**src/bqf_pkg.sv**
```systemverilog
// shared constants for the biquad filter with gain
package bqf_pkg;

  localparam int SAMPLE_WIDTH_DEF = 24;
  localparam int COEF_WIDTH_DEF   = 32;
  localparam int GAIN_WIDTH       = 16;
  localparam int GAIN_FRAC        = 15;
  localparam int CFG_IDX_W        = 3;
  localparam int OP_W             = 3;

  // configuration register indexes
  localparam logic [CFG_IDX_W-1:0] REG_B0          = 3'd0;
  localparam logic [CFG_IDX_W-1:0] REG_B1          = 3'd1;
  localparam logic [CFG_IDX_W-1:0] REG_B2          = 3'd2;
  localparam logic [CFG_IDX_W-1:0] REG_A1          = 3'd3;
  localparam logic [CFG_IDX_W-1:0] REG_A2          = 3'd4;
  localparam logic [CFG_IDX_W-1:0] REG_INPUT_GAIN  = 3'd5;
  localparam logic [CFG_IDX_W-1:0] REG_OUTPUT_GAIN = 3'd6;

  // multiply operations, in processing order
  localparam logic [OP_W-1:0] OP_GAIN_IN  = 3'd0;
  localparam logic [OP_W-1:0] OP_B0       = 3'd1;
  localparam logic [OP_W-1:0] OP_B1       = 3'd2;
  localparam logic [OP_W-1:0] OP_B2       = 3'd3;
  localparam logic [OP_W-1:0] OP_A1       = 3'd4;
  localparam logic [OP_W-1:0] OP_A2       = 3'd5;
  localparam logic [OP_W-1:0] OP_GAIN_OUT = 3'd6;

endpackage

```
**src/bqf_smul.sv**
```systemverilog
// bit-serial signed multiplier, multiplier operand shifted lsb first
module bqf_smul #(
  parameter int MC = 32,
  parameter int ML = 24
) (
  input  logic                    clk,
  input  logic                    rst_n,
  input  logic                    load,
  input  logic signed [MC-1:0]    mcand,
  input  logic signed [ML-1:0]    mplier,
  output logic                    done,
  output logic signed [MC+ML:0]   prod
);

  localparam int CW = (ML > 1) ? $clog2(ML) : 1;
  localparam logic [CW-1:0] LAST = CW'(ML - 1);

  logic signed [MC-1:0] cand_r;
  logic signed [MC:0]   part_r;
  logic [ML-1:0]        low_r;
  logic [CW-1:0]        cnt_r;
  logic                 busy_r;
  logic                 done_r;

  logic signed [MC+1:0] part_ext;
  logic signed [MC+1:0] cand_ext;
  logic signed [MC+1:0] sum;
  logic                 last;

  assign last     = (cnt_r == LAST);
  assign part_ext = (MC+2)'(part_r);
  assign cand_ext = low_r[0] ? (MC+2)'(cand_r) : '0;

  // sign bit of the multiplier carries negative weight
  always_comb begin
    if (last) begin
      sum = part_ext - cand_ext;
    end else begin
      sum = part_ext + cand_ext;
    end
  end

  always_ff @(posedge clk) begin
    if (!rst_n) begin
      busy_r <= 1'b0;
      done_r <= 1'b0;
      cnt_r  <= '0;
    end else begin
      done_r <= busy_r & last;
      if (load) begin
        busy_r <= 1'b1;
        cnt_r  <= '0;
      end else if (busy_r) begin
        cnt_r <= cnt_r + 1'b1;
        if (last) begin
          busy_r <= 1'b0;
        end
      end
    end
  end

  always_ff @(posedge clk) begin
    if (load) begin
      cand_r <= mcand;
      part_r <= '0;
      low_r  <= mplier;
    end else if (busy_r) begin
      part_r <= sum[MC+1:1];
      low_r  <= {sum[0], low_r[ML-1:1]};
    end
  end

  assign done = done_r;
  assign prod = {part_r, low_r};

endmodule

```
**src/biquad_iir_filter_with_gain.sv**
```systemverilog
// biquad direct form i filter with input and output gain, bit-serial multiply
// per word: load, multiply and accumulate for each operation, round after a2, then output
// a word is taken only once the last is output: seven passes share one serial multiplier
// each multiply retires one multiplier bit per cycle; ML = max(SAMPLE_WIDTH, 17) bits
// reset: synchronous active low; coefficients and history clear, gains return to unity
module biquad_iir_filter_with_gain #(
  parameter int SAMPLE_WIDTH = bqf_pkg::SAMPLE_WIDTH_DEF,
  parameter int COEF_WIDTH   = bqf_pkg::COEF_WIDTH_DEF
) (
  input  logic                           clk,
  input  logic                           rst_n,
  input  logic                           in_valid,
  output logic                           in_ready,
  input  logic signed [SAMPLE_WIDTH-1:0] in_sample_in,
  output logic                           out_valid,
  input  logic                           out_ready,
  output logic signed [SAMPLE_WIDTH-1:0] out_sample_out,
  input  logic                           cfg_we,
  input  logic [bqf_pkg::CFG_IDX_W-1:0]  cfg_idx,
  input  logic [COEF_WIDTH-1:0]          cfg_wdata
);

  import bqf_pkg::*;

  localparam int S         = SAMPLE_WIDTH;
  localparam int C         = COEF_WIDTH;
  localparam int COEF_FRAC = C - 4;
  localparam int MC        = (S > C) ? S : C;
  localparam int ML        = (S > GAIN_WIDTH + 1) ? S : GAIN_WIDTH + 1;
  localparam int PW        = MC + ML + 1;
  localparam int AW        = MC + ML + 3;

  localparam logic signed [AW-1:0] SAT_HI = {{(AW-S+1){1'b0}}, {(S-1){1'b1}}};
  localparam logic signed [AW-1:0] SAT_LO = {{(AW-S+1){1'b1}}, {(S-1){1'b0}}};
  localparam logic signed [AW-1:0] G_HALF =
    {{(AW-GAIN_FRAC){1'b0}}, 1'b1, {(GAIN_FRAC-1){1'b0}}};
  localparam logic signed [AW-1:0] C_HALF =
    {{(AW-COEF_FRAC){1'b0}}, 1'b1, {(COEF_FRAC-1){1'b0}}};
  localparam logic [GAIN_WIDTH-1:0] GAIN_UNITY = {1'b1, {(GAIN_WIDTH-1){1'b0}}};

  typedef enum logic [5:0] {
    S_IDLE = 6'b000001,
    S_LOAD = 6'b000010,
    S_MUL  = 6'b000100,
    S_ACC  = 6'b001000,
    S_RND  = 6'b010000,
    S_OUT  = 6'b100000
  } state_t;

  function automatic logic signed [S-1:0] sat(input logic signed [AW-1:0] v);
    logic signed [S-1:0] r;
    if (v > SAT_HI) begin
      r = SAT_HI[S-1:0];
    end else if (v < SAT_LO) begin
      r = SAT_LO[S-1:0];
    end else begin
      r = v[S-1:0];
    end
    return r;
  endfunction

  state_t state_r, state_nxt;
  logic [OP_W-1:0] op_r;

  logic signed [C-1:0]          coef_b0_r, coef_b1_r, coef_b2_r, coef_a1_r, coef_a2_r;
  logic [GAIN_WIDTH-1:0]        in_gain_r, out_gain_r;
  logic signed [S-1:0]          sample_r, x_r, res_r;
  logic signed [S-1:0]          pi1_r, pi2_r, po1_r, po2_r;
  logic signed [AW-1:0]         acc_r;
  logic                         out_valid_r;
  logic signed [S-1:0]          out_sample_r;

  logic                         mul_load;
  logic                         mul_done;
  logic signed [MC-1:0]         mul_cand;
  logic signed [ML-1:0]         mul_plier;
  logic signed [PW-1:0]         mul_prod;
  logic signed [AW-1:0]         prod_ext;
  logic signed [AW-1:0]         gain_sum, gain_shr, filt_sum, filt_shr;
  logic signed [S-1:0]          gain_rnd, filt_rnd;
  logic                         sub_term;

  bqf_smul #(.MC(MC), .ML(ML)) u_smul (
    .clk    (clk),
    .rst_n  (rst_n),
    .load   (mul_load),
    .mcand  (mul_cand),
    .mplier (mul_plier),
    .done   (mul_done),
    .prod   (mul_prod)
  );

  assign mul_load = (state_r == S_LOAD);

  always_comb begin
    case (op_r)
      OP_GAIN_IN: begin
        mul_cand  = MC'(sample_r);
        mul_plier = ML'(in_gain_r);
      end
      OP_B0: begin
        mul_cand  = MC'(coef_b0_r);
        mul_plier = ML'(x_r);
      end
      OP_B1: begin
        mul_cand  = MC'(coef_b1_r);
        mul_plier = ML'(pi1_r);
      end
      OP_B2: begin
        mul_cand  = MC'(coef_b2_r);
        mul_plier = ML'(pi2_r);
      end
      OP_A1: begin
        mul_cand  = MC'(coef_a1_r);
        mul_plier = ML'(po1_r);
      end
      OP_A2: begin
        mul_cand  = MC'(coef_a2_r);
        mul_plier = ML'(po2_r);
      end
      default: begin
        mul_cand  = MC'(po1_r);
        mul_plier = ML'(out_gain_r);
      end
    endcase
  end

  // round half up then clamp
  assign prod_ext = AW'(mul_prod);
  assign gain_sum = prod_ext + G_HALF;
  assign gain_shr = gain_sum >>> GAIN_FRAC;
  assign gain_rnd = sat(gain_shr);
  assign filt_sum = acc_r + C_HALF;
  assign filt_shr = filt_sum >>> COEF_FRAC;
  assign filt_rnd = sat(filt_shr);

  assign sub_term = (op_r == OP_A1) || (op_r == OP_A2);

  always_comb begin
    state_nxt = state_r;
    case (state_r)
      S_IDLE: begin
        if (in_valid) begin
          state_nxt = S_LOAD;
        end
      end
      S_LOAD: state_nxt = S_MUL;
      S_MUL: begin
        if (mul_done) begin
          state_nxt = S_ACC;
        end
      end
      S_ACC: begin
        if (op_r == OP_A2) begin
          state_nxt = S_RND;
        end else if (op_r == OP_GAIN_OUT) begin
          state_nxt = S_OUT;
        end else begin
          state_nxt = S_LOAD;
        end
      end
      S_RND: state_nxt = S_LOAD;
      S_OUT: begin
        if (!out_valid_r || out_ready) begin
          state_nxt = S_IDLE;
        end
      end
      default: state_nxt = S_IDLE;
    endcase
  end

  always_ff @(posedge clk) begin
    if (!rst_n) begin
      state_r     <= S_IDLE;
      op_r        <= OP_GAIN_IN;
      out_valid_r <= 1'b0;
      coef_b0_r   <= '0;
      coef_b1_r   <= '0;
      coef_b2_r   <= '0;
      coef_a1_r   <= '0;
      coef_a2_r   <= '0;
      in_gain_r   <= GAIN_UNITY;
      out_gain_r  <= GAIN_UNITY;
      pi1_r       <= '0;
      pi2_r       <= '0;
      po1_r       <= '0;
      po2_r       <= '0;
    end else begin
      state_r <= state_nxt;
      if (cfg_we) begin
        case (cfg_idx)
          REG_B0:          coef_b0_r  <= cfg_wdata[C-1:0];
          REG_B1:          coef_b1_r  <= cfg_wdata[C-1:0];
          REG_B2:          coef_b2_r  <= cfg_wdata[C-1:0];
          REG_A1:          coef_a1_r  <= cfg_wdata[C-1:0];
          REG_A2:          coef_a2_r  <= cfg_wdata[C-1:0];
          REG_INPUT_GAIN:  in_gain_r  <= cfg_wdata[GAIN_WIDTH-1:0];
          REG_OUTPUT_GAIN: out_gain_r <= cfg_wdata[GAIN_WIDTH-1:0];
          default: ;
        endcase
      end
      if (state_r == S_IDLE && in_valid) begin
        op_r <= OP_GAIN_IN;
      end
      if (state_r == S_ACC || state_r == S_RND) begin
        if (op_r != OP_A2 || state_r == S_RND) begin
          op_r <= op_r + 1'b1;
        end
      end
      // history shifts once the filter output is known
      if (state_r == S_RND) begin
        pi2_r <= pi1_r;
        pi1_r <= x_r;
        po2_r <= po1_r;
        po1_r <= filt_rnd;
      end
      if (state_r == S_OUT && (!out_valid_r || out_ready)) begin
        out_valid_r <= 1'b1;
      end else if (out_valid_r && out_ready) begin
        out_valid_r <= 1'b0;
      end
    end
  end

  always_ff @(posedge clk) begin
    if (state_r == S_IDLE && in_valid) begin
      sample_r <= in_sample_in;
      acc_r    <= '0;
    end
    if (state_r == S_ACC) begin
      if (op_r == OP_GAIN_IN) begin
        x_r <= gain_rnd;
      end else if (op_r == OP_GAIN_OUT) begin
        res_r <= gain_rnd;
      end else if (sub_term) begin
        acc_r <= acc_r - prod_ext;
      end else begin
        acc_r <= acc_r + prod_ext;
      end
    end
    if (state_r == S_OUT && (!out_valid_r || out_ready)) begin
      out_sample_r <= res_r;
    end
  end

  assign in_ready       = (state_r == S_IDLE);
  assign out_valid      = out_valid_r;
  assign out_sample_out = out_sample_r;

  a_done_in_mul: assert property (@(posedge clk) disable iff (!rst_n)
    mul_done |-> state_r == S_MUL)
    else $error("multiplier finished outside multiply state");

  a_rnd_after_a2: assert property (@(posedge clk) disable iff (!rst_n)
    state_r == S_RND |-> $past(state_r == S_ACC && op_r == OP_A2))
    else $error("rounding step not preceded by last feedback term");

  a_out_from_out: assert property (@(posedge clk) disable iff (!rst_n)
    $rose(out_valid_r) |-> $past(state_r == S_OUT))
    else $error("output word raised outside output state");

  a_op_range: assert property (@(posedge clk) disable iff (!rst_n)
    state_r == S_LOAD |-> op_r <= OP_GAIN_OUT)
    else $error("operation index out of range");

endmodule

```
**config.mk**
```make
export PLATFORM = sky130hd
export DESIGN_NAME = biquad_iir_filter_with_gain
export DESIGN_NICKNAME = d
export VERILOG_FILES = /design/src/bqf_pkg.sv /design/src/bqf_smul.sv /design/src/biquad_iir_filter_with_gain.sv
export SDC_FILE = /design/constraint.sdc
export NUM_CORES = 1
export LEC_CHECK = 0
export BUFFER_PORTS_ARGS = -buffer_cell sky130_fd_sc_hd__buf_2
export CORE_ASPECT_RATIO = 0.5
export CORE_MARGIN = 3
export CORE_UTILIZATION = 60
export CTS_BUF_LIST = sky130_fd_sc_hd__clkbuf_2
export CTS_CLUSTER_DIAMETER = 50
export DETAILED_ROUTE_END_ITERATION = 8
export HOLD_SLACK_MARGIN = 0.06
export PLACE_DENSITY = 0.75
export RECOVER_POWER = 25
export SYNTH_ARGS = -nofsm -noshare
export SYNTH_HDL_FRONTEND = slang
export SYNTH_SLANG_ARGS = --single-unit
```
**constraint.sdc**
```tcl
create_clock -name clk -period 7 [get_ports clk]
set_input_delay 0 -clock clk [delete_from_list [all_inputs] [get_ports clk]]
set_output_delay 0 -clock clk [all_outputs]
set_load 0.05 [all_outputs]
```
* Word-level counts from Yosys, hierarchy flattened
Index checks and enable logic that the tools add are counted.
Word-level totals: flip-flop bits (word level) 549, bits of input ports 64, output and inout port bits 26, word-level logic and storage cells 115
Cells by class: $add $sub $neg 8, magnitude comparators 4, equal/unequal tests 23, multiplexer cells 29, bitwise gates (word level) 3, reductions and logical operators 23
Operators with widths (count):
- two-way mux 59 bit | 5
- case mux 32 bit (6 select lines) | 1
- two-way mux 24 bit | 6
- case mux 24 bit (6 select lines) | 1
- two-way mux 34 bit | 2
- adder 59 x 29 -> 59 bit (second input constant) | 1
- adder 59 x 57 -> 59 bit | 1
- subtractor 59 x 57 -> 59 bit | 1
- adder 57 x 16 -> 58 bit (second input constant) | 1
- > comparator 43 x 24 -> 1 bit (second input constant) | 1
- less-than comparator 43 x 24 -> 1 bit (second input constant) | 1
- case mux 6 bit (6 select lines) | 1
- adder 33 x 34 -> 34 bit | 1
- subtractor 33 x 34 -> 34 bit | 1
- > comparator 31 x 24 -> 1 bit (second input constant) | 1
- less-than comparator 31 x 24 -> 1 bit (second input constant) | 1
- two-way mux 6 bit | 5
- == test 3 bit (second input constant) | 6
- AND reduction 2 bit | 8
- == test 3 x 2 -> 1 bit (second input constant) | 4
- two-way mux 3 bit | 3
- == test 3 x 1 -> 1 bit (second input constant) | 2
- == test 6 x 1 -> 1 bit (second input constant) | 1
- == test 6 x 2 -> 1 bit (second input constant) | 1
- 20 further kinds | 34

* Longest topological paths before layout
word-level depth 6, mapped depth 23, depth with buffers taken out 20

* Hierarchy
Synthesis repeated with hierarchy kept, for this count alone.
Second synthesis, totals: cell total of the unflattened synthesis 3565, area, all modules 30659.4 µm²
By module, submodules not included:
- biquad_iir_filter_with_gain | instances 1, cells each 2896, area each 24324.6 µm², seq. area each 10029.6 µm²
- bqf_smul | instances 1, cells each 669, area each 6334.8 µm², seq. area each 2482.4 µm²

* Worst setup path before layout
OpenSTA, ideal clock, no wires.
path kind register to register, start reg u_smul.low_r[10], end reg acc_r[55], setup time 0.117 ns, arrival 4.966 ns, required time 6.883 ns, setup slack 1.916 ns, stages on the path, launching flop included 21, path buffers 1, clock period less this slack 5.084 ns, path through edfxtp_1 or4_1 or3_1 nor3_1 nand2_1 or3_1 clkbuf_1 nor2_2 a21oi_1 xnor2_1 ha_1 and2_1 a21o_1 or3b_2 a21oi_1 o31ai_1 a31oi_1 a21oi_1 a21boi_0 o211ai_1 a32o_1
Between the ends: longest elaborated chain between the ends 5, elaborated cells on any way between the ends 6, those cells by class add/sub: 2; mux: 4
Ends and longest elaborated chain:
- start: declaration | line bqf_smul.sv:20 | logic [ML-1:0] low_r;
- start signal: assignment | line bqf_smul.sv:66 | low_r <= mplier;
- start signal: assignment | line bqf_smul.sv:69 | low_r <= {sum[0], low_r[ML-1:1]};
- adder 59 x 57 -> 59 bit or subtractor 59 x 57 -> 59 bit (tied branches) | line biquad_iir_filter_with_gain.sv:238, biquad_iir_filter_with_gain.sv:236
- two-way mux 59 bit (*) | line biquad_iir_filter_with_gain.sv:235 | end else if (sub_term) begin
- two-way mux 59 bit (*) | line biquad_iir_filter_with_gain.sv:233 | end else if (op_r == OP_GAIN_OUT) begin
- two-way mux 59 bit (*) | line biquad_iir_filter_with_gain.sv:231 | if (op_r == OP_GAIN_IN) begin
- two-way mux 59 bit (*) | line biquad_iir_filter_with_gain.sv:230 | if (state_r == S_ACC) begin
- end signal: assignment | line biquad_iir_filter_with_gain.sv:236 | acc_r <= acc_r - prod_ext;
- end signal: assignment | line biquad_iir_filter_with_gain.sv:238 | acc_r <= acc_r + prod_ext;
- end: declaration | line biquad_iir_filter_with_gain.sv:69 | logic signed [AW-1:0] acc_r;
Mark *: on every way between the ends. The rest lies on a longest branch, timed or not. A chain may end at the register's enable or synchronous reset.

* Final worst setup path
start reg u_smul.low_r[11], end reg acc_r[55]
The elaborated chain is that of the path after synthesis.

==> impl_metrics.tcl <==
set metrics [dict create \
    criticalPathCategory "reg -> reg" \
    cts_buffers 120 \
    max_freq_ghz 0.173 \
    hold_viol_final 0 \
    antenna_found_initial 8 \
    crit_fanout 8 \
    drv_slew 158 \
    yosysMostFrequentCell "nand2_1" \
    synth.yosys.seq_area_share_pct 41.4 \
    synth_nets 3711 \
    leakagePower_nw 12.7 \
    min_path_cells 7 \
    hold_path_class "in -> reg" \
    utilization_pct 68.9 \
    io_pins 90 \
    grt_usage_pct 35.5 \
    synth_edf_count 152 \
    synthArstFlopShare_pct 0 \
    maxCapViolations 5 \
    yosysWarnings 0 \
    syn_inst 3543 \
    cts_tree "done" \
    period_share_pct 82.4 \
    powerDensity_nw_per_um2 246 \
    skew_ns 0.126 \
    antenna_left 0 \
    clockBufferDepth 3 \
    final_layout_size_suffix_gt1_share_pct 10.8 \
    fin_crit_ns 5.77 \
    yosys.cell_types.count 82 \
    clock_sinks 549 \
    dieArea_um2 53200 \
    failed_checks "max-capacitance violations, max-slew violations" \
    cts_resized 0 \
    r2r-start "u_smul.low_r[11]" \
    htreeDepth 3 \
    setup_viol 0 \
    worstMarginPinSlew_ns 2.86 \
    drtIter0Drc 3546 \
    switching_share_pct 37.5 \
    ir_drop_uv 147 \
    whs_ns 0.179 \
    ys_ff_latch 549 \
    root_buffer "clkbuf_2" \
    dp.cells 4082 \
    hpwl_um 61400 \
    rsz0062_at_grt "no" \
    layout.cells.non_filler 4487 \
    finalSetupTns_ns 0 \
    syn_avg_cell_area_um2 8.52 \
    area_delta_synth_final_pct 12.2 \
    die_w_um 323 \
    synth_area_leader_cell "dfxtp_1" \
    pwr-share-comb_pct 28.0 \
    layout.nets 3901 \
    via_per_inst 6.19 \
    power_frac_clock_pct 25.7 \
    drt_pass1_iterations 6 \
    wl_per_cell_um 21.4 \
    fp.dieH_um 165 \
    end_kind "register" \
    seq_power_share_pct 46.2 \
    rows 57 \
    drc_errors 0 \
    design_area_um2 33900 \
    r2r_setup_slack_ns 1.23 \
    dpl_cell_area_um2 30900 \
    p_int_mw 5.21 \
    crit_start "u_smul.low_r[11]" \
    hp-start "cfg_idx[1]" \
    grt_pass1_vias 25500 \
    core_um2 49100 \
    rr_endpoint "acc_r[55]" \
    initial_core_util_pct 61.4 \
    synthFlopType "dfxtp_1" \
    required_ns 8.06 \
    synthTopCellsByCount "nand2_1 (820), dfxtp_1 (397), a21boi_0 (276), clkbuf_1 (217), nor2_1 (209)" \
    grt_first_pass_wirelength_um 146000 \
    port_buffers 89 \
    relSlewSlack_pct -91.3 \
    synth_area_um2 30200 \
    synth_top_cell_area_share_pct 26.3 \
    synth.area.top_cells "dfxtp_1 (26%), edfxtp_1 (15%), nand2_1 (10%)" \
    routed_wl_um 96000 \
    fillers 3915 \
    status "complete, but fails checks" \
    cts_setup_buffers 0 \
    clk_latency_ns 1.24 \
    ff2ff_path_depth 19 \
    arrival_ns 6.82 \
    grt_overflow_total 0 \
    cp-start-kind "register" \
    vias 27800 \
    grt_max_degree 113 \
    power.switching_mw 3.13 \
    clk_pin_slew_ns 0.13 \
    min_to "coef_b1_r[6]" \
    place_congestion 0.920 \
]
power groups by stage:
| stage | Sequential [mW] | Clock [mW] | Combinational (mW) |
|---|---|---|---|
| after global placement | 3.90 | 0 | 2.15 |
| after floorplan | 3.65 | 0 | 1.82 |
| after CTS | 3.83 | 2.15 | 2.28 |
| final | 3.86 | 2.14 | 2.34 |
| after global routing | 3.88 | 2.34 | 2.56 |
| after detailed placement | 3.91 | 0 | 2.18 |
metrics by stage:
stage	total power [mW]	worst slack, ns
2_1_floorplan	5.47	1.92
3_5_place_dp	6.09	1.34
6_report	8.34	1.23
4_1_cts	8.27	1.27
5_1_grt	8.78	0.870
3_3_place_gp	6.04	1.41
layer usage:
layer / up-vias / track usage [%] / share of wire (%)
li1: 13000 / - / -
met1: 13000 / 50.2 / 43
met2: 1471 / 50.7 / 41
met3: 219 / 12.2 / 14
met4: 10 / 11.1 / 2.6
met5: - / 1.57 / 0.17
flip-flops by register name (all words and copies together), names as in the netlist, 32 cells and up:
name           cells
acc_r             59
coef_b0_r         32
coef_b1_r         32
coef_a1_r         32
coef_a2_r         32
u_smul.part_r     33
u_smul.cand_r     32
coef_b2_r         32
worst max-delay path, stage by stage (launching register included):
cell and delay (ns):
edfxtp_1 0.45, or4_1 0.59, or3_1 0.42, nor3_1 0.20, nand2_1 0.11, or3_1 0.46
nor2_2 0.36, a21oi_1 0.13, xnor2_1 0.15, ha_1 0.35, and2_1 0.19, a21o_1 0.18
or3b_2 0.46, a21oi_1 0.22, o31ai_1 0.11, a31oi_1 0.33, a21oi_1 0.22, a21boi_0 0.31
o211ai_1 0.12, a32o_1 0.26
timing repair:
action / 4_1_cts / 5_1_grt
hold buffers: 178 / 0
setup endpoints to repair: 0 / 0
hold endpoints to repair: 430 / 0
logic make-up after synthesis:
logic type | Yosys count | synth area share [%]
simple gates | 1355 | 19.5
compound gates | 968 | 22.4
flops | 549 | 41.4
buf+inv | 288 | 3.65
xor+xnor | 209 | 6.06
fa+ha+maj | 104 | 4.36
mux | 70 | 2.56
how the worst max path moves through the flow:
stage / to / slack (ns)
after global placement: acc_r[55] / 1.41
final: acc_r[55] / 1.23
after CTS: acc_r[55] / 1.27
after global routing: acc_r[55] / 0.87
after detailed placement: acc_r[55] / 1.34
after floorplan: acc_r[55] / 1.92
layout make-up:
cell class	count	area (µm²)	share of cell area (%)
Clock buffer	175	876	2.59
Sequential cell	549	12500	36.9
Antenna cell	3	7.51	0.0222
Clock inverter	49	294	0.868
Tap cell	649	812	2.40
Multi-Input combinational cell	2706	16600	49.1
Timing Repair Buffer	305	2540	7.50
Inverter	51	191	0.565
cells in the final DEF, fill, tap and decap left out, types with 19 or more instances in the layout:
master	synthesis	final
nand2_1	820	819
dfxtp_1	397	396
a21boi_0	276	276
nor2_1	209	206
clkbuf_2	1	175
o21ai_0	174	174
dlygate4sd3_1	0	174
edfxtp_1	152	152
a21oi_1	134	134
xnor2_1	106	106
xor2_1	103	103
ha_1	102	99
buf_2	5	85
nand3_1	74	74
mux2_2	53	53
a21o_1	53	53
a31oi_1	51	51
inv_1	51	50
nor3_1	37	36
nand4_1	36	36
a222oi_1	35	35
buf_4	0	35
a22oi_1	31	31
a22o_1	30	30
o31ai_1	30	30
clkinv_1	0	29
nand2b_1	27	27
a221oi_1	21	21
o221a_1	20	20
and2_1	19	19
(Power assumes the default switching activity.)
